<file path="config.mk">
export PLATFORM = sky130hd
export DESIGN_NAME = sorted_table_binary_search_flat
export DESIGN_NICKNAME = d
export VERILOG_FILES = /design/src/rtl/core/stbs_pkg.sv /design/src/rtl/core/stbs_if.sv /design/src/rtl/core/stbs_ctrl.sv /design/src/rtl/core/stbs_datapath.sv /design/src/rtl/core/sorted_table_binary_search.sv /design/src/flat_wrapper.sv
export SDC_FILE = /design/constraint.sdc
export NUM_CORES = 1
export LEC_CHECK = 0
export ABC_AREA = 0
export BUFFER_PORTS_ARGS = -buffer_cell sky130_fd_sc_hd__buf_2
export CORE_MARGIN = 10
export CORE_UTILIZATION = 57
export DETAILED_ROUTE_END_ITERATION = 8
export PLACE_DENSITY = 0.74
export SYNTH_ARGS = -nofsm -noshare
export SYNTH_HDL_FRONTEND = slang
export SYNTH_SLANG_ARGS = --single-unit
</file>
<file path="constraint.sdc">
create_clock -name clk -period 6.3 [get_ports clk]
set_clock_uncertainty 0.15 [all_clocks]
set_input_delay 0.315 -clock clk [delete_from_list [all_inputs] [get_ports clk]]
set_output_delay 0.315 -clock clk [all_outputs]
set_load 0.01 [all_outputs]
</file>
<file path="src/rtl/core/stbs_pkg.sv">
`timescale 1ns / 1ps
// ----------------------------------------------------------------------------
// stbs_pkg
// Shared types and constants of the sorted table binary search block.
// ----------------------------------------------------------------------------
package stbs_pkg;

  localparam int TABLE_DEPTH_DEFAULT = 32;
  localparam int POS_W               = 6;
  localparam int CNT_W               = 6;
  localparam int DATA_W              = 32;
  localparam int RANGE_W             = POS_W + 1;
  localparam int APB_ADDR_W          = 3;
  localparam int APB_DATA_W          = 32;

  typedef enum logic {
    CMD_LOAD   = 1'b0,
    CMD_SEARCH = 1'b1
  } cmd_t;

  localparam logic REG_ENTRY_COUNT = 1'b0;

  typedef struct packed {
    logic load;
    logic start;
    logic probe;
    logic check;
    logic post;
  } stbs_ctrl_t;

  typedef struct packed {
    logic range_empty;
    logic hit;
    logic out_free;
  } stbs_stat_t;

endpackage

</file>
<file path="src/rtl/core/stbs_if.sv">
`timescale 1ns / 1ps
// ----------------------------------------------------------------------------
// stbs_if
// Request and response channel interfaces with valid/ready handshake.
// ----------------------------------------------------------------------------
interface stbs_in_if
  import stbs_pkg::*;
();
  logic                     valid;
  logic                     ready;
  logic                     cmd;
  logic [POS_W-1:0]         entry_position;
  logic signed [DATA_W-1:0] data_value;

  modport source (output valid, output cmd, output entry_position, output data_value,
                  input ready);
  modport sink   (input valid, input cmd, input entry_position, input data_value,
                  output ready);
endinterface

interface stbs_out_if
  import stbs_pkg::*;
();
  logic             valid;
  logic             ready;
  logic             found;
  logic [POS_W-1:0] match_position;

  modport source (output valid, output found, output match_position, input ready);
  modport sink   (input valid, input found, input match_position, output ready);
endinterface

</file>
<file path="src/rtl/core/stbs_ctrl.sv">
`timescale 1ns / 1ps
// ----------------------------------------------------------------------------
// stbs_ctrl
// Controller: sequences load, probe, check and result posting.
// ----------------------------------------------------------------------------
module stbs_ctrl
  import stbs_pkg::*;
(
  input  logic       clk,
  input  logic       rst,
  input  logic       in_valid,
  input  logic       in_cmd,
  output logic       in_ready,
  input  stbs_stat_t stat,
  output stbs_ctrl_t ctrl
);

  typedef enum logic [3:0] {
    S_IDLE  = 4'b0001,
    S_PROBE = 4'b0010,
    S_CHECK = 4'b0100,
    S_POST  = 4'b1000
  } state_t;

  state_t state, state_next;

  assign in_ready = (state == S_IDLE);

  always_comb begin
    state_next = state;
    ctrl       = '0;
    unique case (state)
      S_IDLE: begin
        if (in_valid) begin
          if (in_cmd == CMD_SEARCH) begin
            ctrl.start = 1'b1;
            state_next = S_PROBE;
          end else begin
            ctrl.load = 1'b1;
          end
        end
      end
      S_PROBE: begin
        if (stat.range_empty) begin
          state_next = S_POST;
        end else begin
          ctrl.probe = 1'b1;
          state_next = S_CHECK;
        end
      end
      S_CHECK: begin
        ctrl.check = 1'b1;
        state_next = stat.hit ? S_POST : S_PROBE;
      end
      S_POST: begin
        if (stat.out_free) begin
          ctrl.post  = 1'b1;
          state_next = S_IDLE;
        end
      end
      default: state_next = S_IDLE;
    endcase
  end

  always_ff @(posedge clk) begin
    if (rst) begin
      state <= S_IDLE;
    end else begin
      state <= state_next;
    end
  end

endmodule

</file>
<file path="src/rtl/core/stbs_datapath.sv">
`timescale 1ns / 1ps
// ----------------------------------------------------------------------------
// stbs_datapath
// Table memory, search range registers, key compare and result register.
// ----------------------------------------------------------------------------
module stbs_datapath
  import stbs_pkg::*;
#(
  parameter int TABLE_DEPTH = TABLE_DEPTH_DEFAULT
) (
  input  logic                     clk,
  input  logic                     rst,
  input  stbs_ctrl_t               ctrl,
  output stbs_stat_t               stat,
  input  logic [CNT_W-1:0]         entry_count,
  input  logic [POS_W-1:0]         entry_position,
  input  logic signed [DATA_W-1:0] data_value,
  input  logic                     out_ready,
  output logic                     out_valid,
  output logic                     out_found,
  output logic [POS_W-1:0]         out_match_position
);

  localparam int ADDR_W  = (TABLE_DEPTH > 1) ? $clog2(TABLE_DEPTH) : 1;
  localparam int POS_MAX = (2 ** POS_W) - 1;
  localparam int CAP_INT = (TABLE_DEPTH > POS_MAX) ? POS_MAX : TABLE_DEPTH;
  localparam logic [POS_W-1:0] DEPTH_CAP = POS_W'(CAP_INT);

  logic signed [DATA_W-1:0] mem [TABLE_DEPTH];

  logic signed [DATA_W-1:0] key;
  logic signed [DATA_W-1:0] rd_data;
  logic [RANGE_W-1:0]       low;
  logic [RANGE_W-1:0]       high;
  logic [POS_W-1:0]         mid;
  logic                     res_found;
  logic [POS_W-1:0]         res_pos;

  logic [POS_W-1:0]         count_eff;
  logic                     wr_ok;
  logic [POS_W-1:0]         wr_pos_m1;
  logic [POS_W+ADDR_W-1:0]  wr_wide;
  logic [ADDR_W-1:0]        wr_addr;
  logic [RANGE_W:0]         range_sum;
  logic [RANGE_W-1:0]       mid_wide;
  logic [POS_W-1:0]         mid_calc;
  logic [POS_W-1:0]         rd_pos_m1;
  logic [POS_W+ADDR_W-1:0]  rd_wide;
  logic [ADDR_W-1:0]        rd_addr;
  logic                     hit;

  assign count_eff = (entry_count > DEPTH_CAP) ? DEPTH_CAP : entry_count;

  assign wr_ok     = (entry_position != '0) && (entry_position <= DEPTH_CAP);
  assign wr_pos_m1 = entry_position - POS_W'(1);
  assign wr_wide   = {{ADDR_W{1'b0}}, wr_pos_m1};
  assign wr_addr   = wr_wide[ADDR_W-1:0];

  // midpoint of the inclusive range [low, high], rounded down
  assign range_sum = {1'b0, low} + {1'b0, high};
  assign mid_wide  = range_sum[RANGE_W:1];
  assign mid_calc  = mid_wide[POS_W-1:0];
  assign rd_pos_m1 = mid_calc - POS_W'(1);
  assign rd_wide   = {{ADDR_W{1'b0}}, rd_pos_m1};
  assign rd_addr   = rd_wide[ADDR_W-1:0];

  assign hit = (key == rd_data);

  assign stat.range_empty = (low > high);
  assign stat.hit         = hit;
  assign stat.out_free    = !out_valid || out_ready;

  always_ff @(posedge clk) begin
    if (ctrl.load && wr_ok) begin
      mem[wr_addr] <= data_value;
    end
    if (ctrl.probe) begin
      rd_data <= mem[rd_addr];
    end
  end

  always_ff @(posedge clk) begin
    if (ctrl.start) begin
      key       <= data_value;
      low       <= RANGE_W'(1);
      high      <= {1'b0, count_eff};
      res_found <= 1'b0;
      res_pos   <= '0;
    end
    if (ctrl.probe) begin
      mid <= mid_calc;
    end
    if (ctrl.check) begin
      if (hit) begin
        res_found <= 1'b1;
        res_pos   <= mid;
      end else if (key < rd_data) begin
        high <= {1'b0, mid} - RANGE_W'(1);
      end else begin
        low <= {1'b0, mid} + RANGE_W'(1);
      end
    end
    if (ctrl.post) begin
      out_found          <= res_found;
      out_match_position <= res_pos;
    end
  end

  always_ff @(posedge clk) begin
    if (rst) begin
      out_valid <= 1'b0;
    end else if (ctrl.post) begin
      out_valid <= 1'b1;
    end else if (out_ready) begin
      out_valid <= 1'b0;
    end
  end

endmodule

</file>
<file path="src/rtl/core/sorted_table_binary_search.sv">
`timescale 1ns / 1ps
// ----------------------------------------------------------------------------
// sorted_table_binary_search
// Binary search over a table of signed entries loaded one at a time.
// Load: accepted with no response; next request the cycle after.
// Search: each probe is a memory read, then a compare; the result is posted on a
//   hit or once the range is empty, and waits while the response is stalled.
// One search at a time: the next request is taken the cycle after the response
//   is posted.
// Reset clears entry_count and control state; table contents are not cleared.
// ----------------------------------------------------------------------------
module sorted_table_binary_search
  import stbs_pkg::*;
#(
  parameter int TABLE_DEPTH = TABLE_DEPTH_DEFAULT
) (
  input  logic                  clk,
  input  logic                  rst,
  stbs_in_if.sink               req,
  stbs_out_if.source            rsp,
  input  logic                  psel,
  input  logic                  penable,
  input  logic                  pwrite,
  input  logic [APB_ADDR_W-1:0] paddr,
  input  logic [APB_DATA_W-1:0] pwdata,
  output logic [APB_DATA_W-1:0] prdata,
  output logic                  pready
);

  logic [CNT_W-1:0] entry_count;
  logic             reg_sel;
  logic             cfg_wr;
  stbs_ctrl_t       ctrl;
  stbs_stat_t       stat;

  assign pready  = 1'b1;
  assign reg_sel = (paddr[APB_ADDR_W-1] == REG_ENTRY_COUNT);
  assign cfg_wr  = psel && penable && pwrite && reg_sel;
  assign prdata  = reg_sel ? {{(APB_DATA_W-CNT_W){1'b0}}, entry_count} : '0;

  always_ff @(posedge clk) begin
    if (rst) begin
      entry_count <= '0;
    end else if (cfg_wr) begin
      entry_count <= pwdata[CNT_W-1:0];
    end
  end

  stbs_ctrl u_ctrl (
    .clk      (clk),
    .rst      (rst),
    .in_valid (req.valid),
    .in_cmd   (req.cmd),
    .in_ready (req.ready),
    .stat     (stat),
    .ctrl     (ctrl)
  );

  stbs_datapath #(
    .TABLE_DEPTH (TABLE_DEPTH)
  ) u_datapath (
    .clk                (clk),
    .rst                (rst),
    .ctrl               (ctrl),
    .stat               (stat),
    .entry_count        (entry_count),
    .entry_position     (req.entry_position),
    .data_value         (req.data_value),
    .out_ready          (rsp.ready),
    .out_valid          (rsp.valid),
    .out_found          (rsp.found),
    .out_match_position (rsp.match_position)
  );

endmodule

</file>
<file path="src/flat_wrapper.sv">
// flat-port wrapper written by rule: the top's interface ports become plain ports
module sorted_table_binary_search_flat import stbs_pkg::*;
#(
  parameter int TABLE_DEPTH = TABLE_DEPTH_DEFAULT
)
  (clk, rst, psel, penable, pwrite, paddr, pwdata, prdata, pready, req_valid, req_cmd, req_entry_position, req_data_value, req_ready, rsp_valid, rsp_found, rsp_match_position, rsp_ready);
  stbs_in_if req_i ();
  stbs_out_if rsp_i ();
  input  logic clk;
  input  logic rst;
  input  logic psel;
  input  logic penable;
  input  logic pwrite;
  input  logic [APB_ADDR_W-1:0] paddr;
  input  logic [APB_DATA_W-1:0] pwdata;
  output logic [APB_DATA_W-1:0] prdata;
  output logic pready;
  input wire logic [$bits(req_i.valid)-1:0] req_valid;
  input wire logic [$bits(req_i.cmd)-1:0] req_cmd;
  input wire logic [$bits(req_i.entry_position)-1:0] req_entry_position;
  input wire logic [$bits(req_i.data_value)-1:0] req_data_value;
  output wire logic [$bits(req_i.ready)-1:0] req_ready;
  output wire logic [$bits(rsp_i.valid)-1:0] rsp_valid;
  output wire logic [$bits(rsp_i.found)-1:0] rsp_found;
  output wire logic [$bits(rsp_i.match_position)-1:0] rsp_match_position;
  input wire logic [$bits(rsp_i.ready)-1:0] rsp_ready;
  assign req_i.valid = req_valid;
  assign req_i.cmd = req_cmd;
  assign req_i.entry_position = req_entry_position;
  assign req_i.data_value = req_data_value;
  assign req_ready = req_i.ready;
  assign rsp_valid = rsp_i.valid;
  assign rsp_found = rsp_i.found;
  assign rsp_match_position = rsp_i.match_position;
  assign rsp_i.ready = rsp_ready;
  sorted_table_binary_search #(.TABLE_DEPTH(TABLE_DEPTH)) u_core (.clk(clk), .rst(rst), .req(req_i), .rsp(rsp_i), .psel(psel), .penable(penable), .pwrite(pwrite), .paddr(paddr), .pwdata(pwdata), .prdata(prdata), .pready(pready));
endmodule
</file>
==> flow_summary.ini, run 1 <==
[global_routing]
grt_max_degree = 102
grt_pass1_wl_um = 147000
antenna_found_initial = 7
grt_use_total_pct = 22.1
grt_overflow = 0
grt_pass1_vias = 22600

[worst_setup_path]
path_class = flop to flop
worstSetupEndpointType = flop
crit_fanout = 68
startpoint = u_core.u_datapath.high[0]
timing.rr.start = u_core.u_datapath.high[0]
cp_data_required_time_ns = 6.50
start_kind = flop
cp_data_arrival_time_ns = 4.94

[logic_synthesis]
synthArstFlopShare_pct = 0
syn-cell-area_um2 = 44800
synth_xor_area_share_pct = 0.369
synthFlopType = edfxtp_1
seq_area_frac_synth_pct = 75.3
yosys-top-cells-count = edfxtp_1, mux4_2, mux2i_1
synth_top_area_share_pct = 73.8
synth.most_common_cell = edfxtp_1
synth_cell_types = 69
synth_area_leader_cell = edfxtp_1
avgSynthCellArea_um2 = 21.3
synthAdderAreaFrac_pct = 1.39
synth_top_family_by_area = multiplexers
ys_warn_count = 0
synth_seq_cells = 1133
synth-edff-count = 1101
synthMuxAreaShare_pct = 16.2
synth_cells = 2098
synth_compound_area_share_pct = 2.69
synth_area_leaders = edfxtp_1, mux4_2, mux2i_1
synthSimpleGateAreaFrac_pct = 2.03

[worst_hold_path]
hp-start = req_data_value[25]
hold_class = input pin to flop

[drt]
avgViaCountPerCell = 6.36
avgRoutedWirePerCell_um = 29.2
drt_wl_total_um = 99300
drc = 0
vias = 21600
ant_nets = 0
initialDrtViolationCount = 2672
drt-pass1-iter-count = 6

[cells_and_area]
areaGrowthSynthToFinish_pct = 12.7
drive_above_1_share_pct = 25.7
final_nets = 2400

[clock_tree]
cts_root_buffer = clkbuf_16
cts_tree = done
numClockSinks = 1133
cts-buffers-inserted = 110
clkTransAtPathRegs_ns = 0.06
h-tree-depth = 3
cts.path.max_buffers = 3
insertion_delay_ns = 0.67
post_cts_resized = 0

[timing]
rsz0062_at_grt = false
timing.hold.ws_ns = 0.0334
slew-limit-headroom_pct = 25.2
finalSetupViolations = 0
finalCritPeriodShare_pct = 75.2
fin_ws_ns = 1.56
tightest_slew_ns = 1.12
fmax_ghz = 0.211
slew_viol_final = 0
tns_ns = 0
hold_violations = 0
fin_crit_ns = 4.74

[placement]
dp_hpwl_um = 56500
io_buffers = 67
dp_slack_ns = 1.63
place_congestion = 0.789

[floorplanning]
initial_core_util_pct = 57.6
rows = 102
die_area_um2 = 90200
ios = 123
die-width_um = 300
core_um2 = 77700
die_h_um = 300

[status]
outcome = completed

[pwr]
power.leakage_nw = 16.3
p_per_area_nw_per_um2 = 351
peakVddDrop_mv = 0.418
p_total_mw = 17.7

[flow_run]
maxCapViolations = 0
what timing repair did:
item,4_1_cts,5_1_grt
hold buffers,31,0
endpoints found under the setup margin,0,0
endpoints found under the hold margin,318,0
setup buffers,0,0
per-layer routing:
layer / track usage [%] / part of all wire, %
met5: 0 / 0.046
met4: 6.41 / 2.3
met3: 4.10 / 9.1
met2: 35.8 / 49
met1: 30.6 / 39
cell usage in the layout (no fill, tap or decap), types with 10 or more instances in the layout:
cell type | synthesis | final
buf_4 | 32 | 49
dlygate4sd3_1 | 0 | 31
nand4_1 | 10 | 10
edfxtp_1 | 1101 | 1101
mux2i_1 | 148 | 148
nor2b_1 | 12 | 12
nand3_1 | 13 | 13
ha_1 | 48 | 47
clkinv_1 | 0 | 22
clkbuf_1 | 59 | 35
buf_12 | 3 | 11
buf_2 | 16 | 67
nor2_4 | 0 | 35
nor2_1 | 64 | 29
conb_1 | 2 | 27
a21oi_1 | 27 | 27
inv_1 | 57 | 57
clkbuf_16 | 0 | 113
a221oi_2 | 31 | 31
dfxtp_1 | 32 | 32
nand2_1 | 34 | 34
clkinv_2 | 0 | 14
o21ai_0 | 16 | 16
mux4_2 | 256 | 256
a22o_1 | 32 | 32
cell families after synthesis:
group,after synthesis
mux,404
xor+xnor,18
compound gates,135
simple gates,177
buf+inv,180
fa+ha+maj,49
other cells,2
flops,1133
flip-flops by register name, indices dropped and copies added, names as in the netlist, 4 cells and up:
register	cells
u_core.u_datapath.low	7
u_core.u_datapath.key	32
u_core.u_ctrl.state	4
u_core.u_datapath.mid	6
u_core.u_datapath.res_pos	6
u_core.u_datapath.high	7
u_core.entry_count	6
u_core.u_datapath.rd_data	32
u_core.u_datapath.mem	1024
u_core.u_datapath.out_match_position	6
worst max-delay path, cell delays in order (launching register included):
cell	delay [ns]
dfxtp_1	0.39
ha_1	0.20
inv_1	0.07
fa_4	0.80
buf_12	0.45
inv_1	0.14
nor4_2	0.42
xnor2_1	0.23
nor2_4	0.57
buf_4	0.52
a22o_1	0.35
a221oi_2	0.06
final timing paths:
check	endpoint	slack [ns]	cells after the start
max	u_core.u_datapath.rd_data[23]	1.56	11
min reg2reg	u_core.u_datapath.out_found	0.29	0
min	u_core.u_datapath.mem[25][25]	0.03	1
max reg2reg	u_core.u_datapath.rd_data[23]	1.56	11
final cells by class:
class	count	area, um^2
tap	1040	1300
fill	4951	27200
inverter	57	214
multi-input combinational	810	10600
sequential	1133	33700
clock inverter	49	445
antenna	2	5.00
clock buffer	153	3030
timing repair buffer	158	1230
per-stage QoR:
step                      utilization, %  instances  instance area (um^2)
after CTS                           64.9       3400                 50500
after detailed placement            60.1       3167                 46700
after global routing                65.0       3401                 50500
final                               65.0       3402                 50500
after floorplan                        -       2123                 44900
after global placement              60.1       3167                 46700
power by group:
group	total (mW)	internal, mW	switching, mW
logic	2.97	1.32	1.64
registers	8.42	8.39	0.0288
clock network	6.34	3.67	2.68
total	17.7	13.4	4.35
Note: power is estimated with default switching activity, not from simulation.
==> run 2: changes to the inputs <==
--- a/config.mk
+++ b/config.mk
@@ -8,9 +8,9 @@
 export ABC_AREA = 0
 export BUFFER_PORTS_ARGS = -buffer_cell sky130_fd_sc_hd__buf_2
 export CORE_MARGIN = 10
-export CORE_UTILIZATION = 57
+export CORE_UTILIZATION = 56
 export DETAILED_ROUTE_END_ITERATION = 8
-export PLACE_DENSITY = 0.74
+export PLACE_DENSITY = 0.76
 export SYNTH_ARGS = -nofsm -noshare
 export SYNTH_HDL_FRONTEND = slang
 export SYNTH_SLANG_ARGS = --single-unit
==> constraint.sdc (replaced) <==
create_clock -name clk -period 4.24 [get_ports clk]
set_clock_uncertainty 0.15 [all_clocks]
set_input_delay 0.212 -clock clk [delete_from_list [all_inputs] [get_ports clk]]
set_output_delay 0.212 -clock clk [all_outputs]
set_load 0.01 [all_outputs]
==> run 2 against run 1 <==
Net effect:
- final area grew 1.6%
- via count up 1.0%
- clock power rose by 50%
==> flow_summary.ini, run 2 (synthesized netlist as in run 1, its figures left out) <==
[timing]
tns_ns = 0
hold_violations = 0
rsz0062_at_grt = true
finalCritPeriodShare_pct = 98.0
fmax_ghz = 0.241
fin_crit_ns = 4.16
slew-limit-headroom_pct = 48.1
tightest_slew_ns = 0.779
slew_viol_final = 0
finalSetupViolations = 0

[worst_setup_path]
r2r_slack_ns = 0.08
cp_data_required_time_ns = 4.50
worstSetupEndpointType = flop
path_cells = ha_1 > inv_1 > fa_4 > ha_4 > nand2_1 > or4_4 > a211oi_4 > xnor2_4 > buf_12 > buf_16 > mux2i_1 > a22o_1 > a221oi_2
cp_slowest_cell = fa_4
path_class = flop to flop
rr_worst_depth = 13
startpoint = u_core.u_datapath.low[0]
max_stage_delay_ns = 0.84
timing.rr.start = u_core.u_datapath.low[0]
start_kind = flop
crit_fanout = 28
cp_data_arrival_time_ns = 4.41

[drt]
avgRoutedWirePerCell_um = 29.3
vias = 21900
drt_wl_total_um = 101000
drt-pass1-iter-count = 5
ant_nets = 0
avgViaCountPerCell = 6.31
drc = 0
initialDrtViolationCount = 2500

[floorplanning]
rows = 103
die-width_um = 303
die_area_um2 = 91700
core_um2 = 79100
die_h_um = 303
initial_core_util_pct = 56.6
ios = 123

[cells_and_area]
final_util_pct = 64.9
top_register = u_core.u_datapath.mem
final_area_um2 = 51300
largest_register_ffs = 1024
final_nets = 2453
final_common_cell = edfxtp_1
largestRegisters = u_core.u_datapath.mem x1024, u_core.u_datapath.key x32, u_core.u_datapath.rd_data x32
areaGrowthSynthToFinish_pct = 14.6
antenna_cells = 0
drive_above_1_share_pct = 26.5
mostFrequentLayoutCells = edfxtp_1, mux4_2, mux2i_1

[flow_run]
maxCapViolations = 0

[pwr]
sequentialPowerShare_pct = 47.0
swShare_pct = 24.6
p_total_mw = 26.6
combPwrFrac_pct = 17.4
clockPowerShare_pct = 35.6
power.leakage_nw = 16.7
p_per_area_nw_per_um2 = 519
p_switching_mw = 6.56
peakVddDrop_mv = 0.387
p_int_mw = 20.1

[global_routing]
grt_pass1_wl_um = 151000
antenna_found_initial = 6
grt_max_degree = 75
grt_overflow = 0
grt_use_total_pct = 22.4
grt_pass1_vias = 22800

[clock_tree]
insertion_delay_ns = 0.67
cts_root_buffer = clkbuf_16
cts.path.max_buffers = 3
h-tree-depth = 3
cts-buffers-inserted = 110
clkTransAtPathRegs_ns = 0.06
numClockSinks = 1133
cts_tree = done

[worst_hold_path]
whs_path_depth = 3
hold_class = input pin to flop
hp-start = req_entry_position[4]

[placement]
place_congestion = 0.846
placed_area_um2 = 47200
io_buffers = 67
dp_hpwl_um = 56600

[status]
outcome = completed
==> run 2: changes by cell type in the layout (fill, tap and decap cells not counted), sizes merged <==
cell,change
diode,-2
clkinv,+14
clkinvlp,+1
bufinv,+2
clkbuf,-15
dlygate4sd3,+21
buf,+32
==> run 2: routing by layer <==
metal | global-route usage, % | share of wire, % | vias to the layer above
li1 | - | - | 9106
met1 | 29.7 | 38 | 11400
met2 | 36.4 | 50 | 1172
met3 | 5.40 | 9.6 | 190
met4 | 7.71 | 3.1 | 12
met5 | 0 | 0.068 | -
==> run 2: metrics by stage <==
step	cells	hold slack (ns)	worst slack, ns
4_1_cts	3465	0.0117	0.0448
3_3_place_gp	3206	0.266	0.0818
6_report	3465	0.0506	0.0844
5_1_grt	3465	0.0459	-0.0252
3_5_place_dp	3206	0.268	0.0430
2_1_floorplan	2123	0.161	0.0372
==> run 2: layout make-up <==
type | instances | area, um^2
Inverter | 57 | 214
Clock buffer | 138 | 2900
Clock inverter | 66 | 612
Multi-Input combinational cell | 810 | 10600
Fill cell | 5034 | 27800
Timing Repair Buffer | 211 | 2010
Sequential cell | 1133 | 33700
Tap cell | 1050 | 1310
==> run 2: timing repair <==
action,4_1_cts,5_1_grt
endpoints found under the hold margin,1078,0
pin swaps,1,2
hold buffers,52,0
buffers inserted,3,0
gates resized for setup,1,2
setup endpoints to repair,3,14
==> run 2: path summary, 6_finish.rpt <==
kind | to
worst max register to register | u_core.u_datapath.rd_data[25]
worst min register to register | u_core.u_datapath.out_match_position[4]
worst min-delay path | u_core.u_datapath.mem[15][5]
worst max-delay path | u_core.u_datapath.rd_data[25]
==> run 2: power by group through the flow <==
| stage | logic (mW) | clock network [mW] | registers [mW] |
|---|---|---|---|
| 2_1_floorplan | 3.33 | 0 | 12.7 |
| 3_3_place_gp | 4.38 | 0 | 12.7 |
| 3_5_place_dp | 4.48 | 0 | 12.7 |
| 4_1_cts | 4.63 | 9.60 | 12.5 |
| 5_1_grt | 4.92 | 10.1 | 12.5 |
| 6_report | 4.64 | 9.48 | 12.5 |
==> run 2: critical path, delay by kind of cell, from the launching register on <==
family / cells / cell delay, ns
flip-flops: 1 / 0.36
AO/OA/AOI/OAI: 3 / 0.63
buffers and inverters: 3 / 0.50
adder cells (fa/ha/maj): 3 / 1.21
multiplexers: 1 / 0.24
AND/OR/NAND/NOR: 2 / 0.50
XOR/XNOR: 1 / 0.26
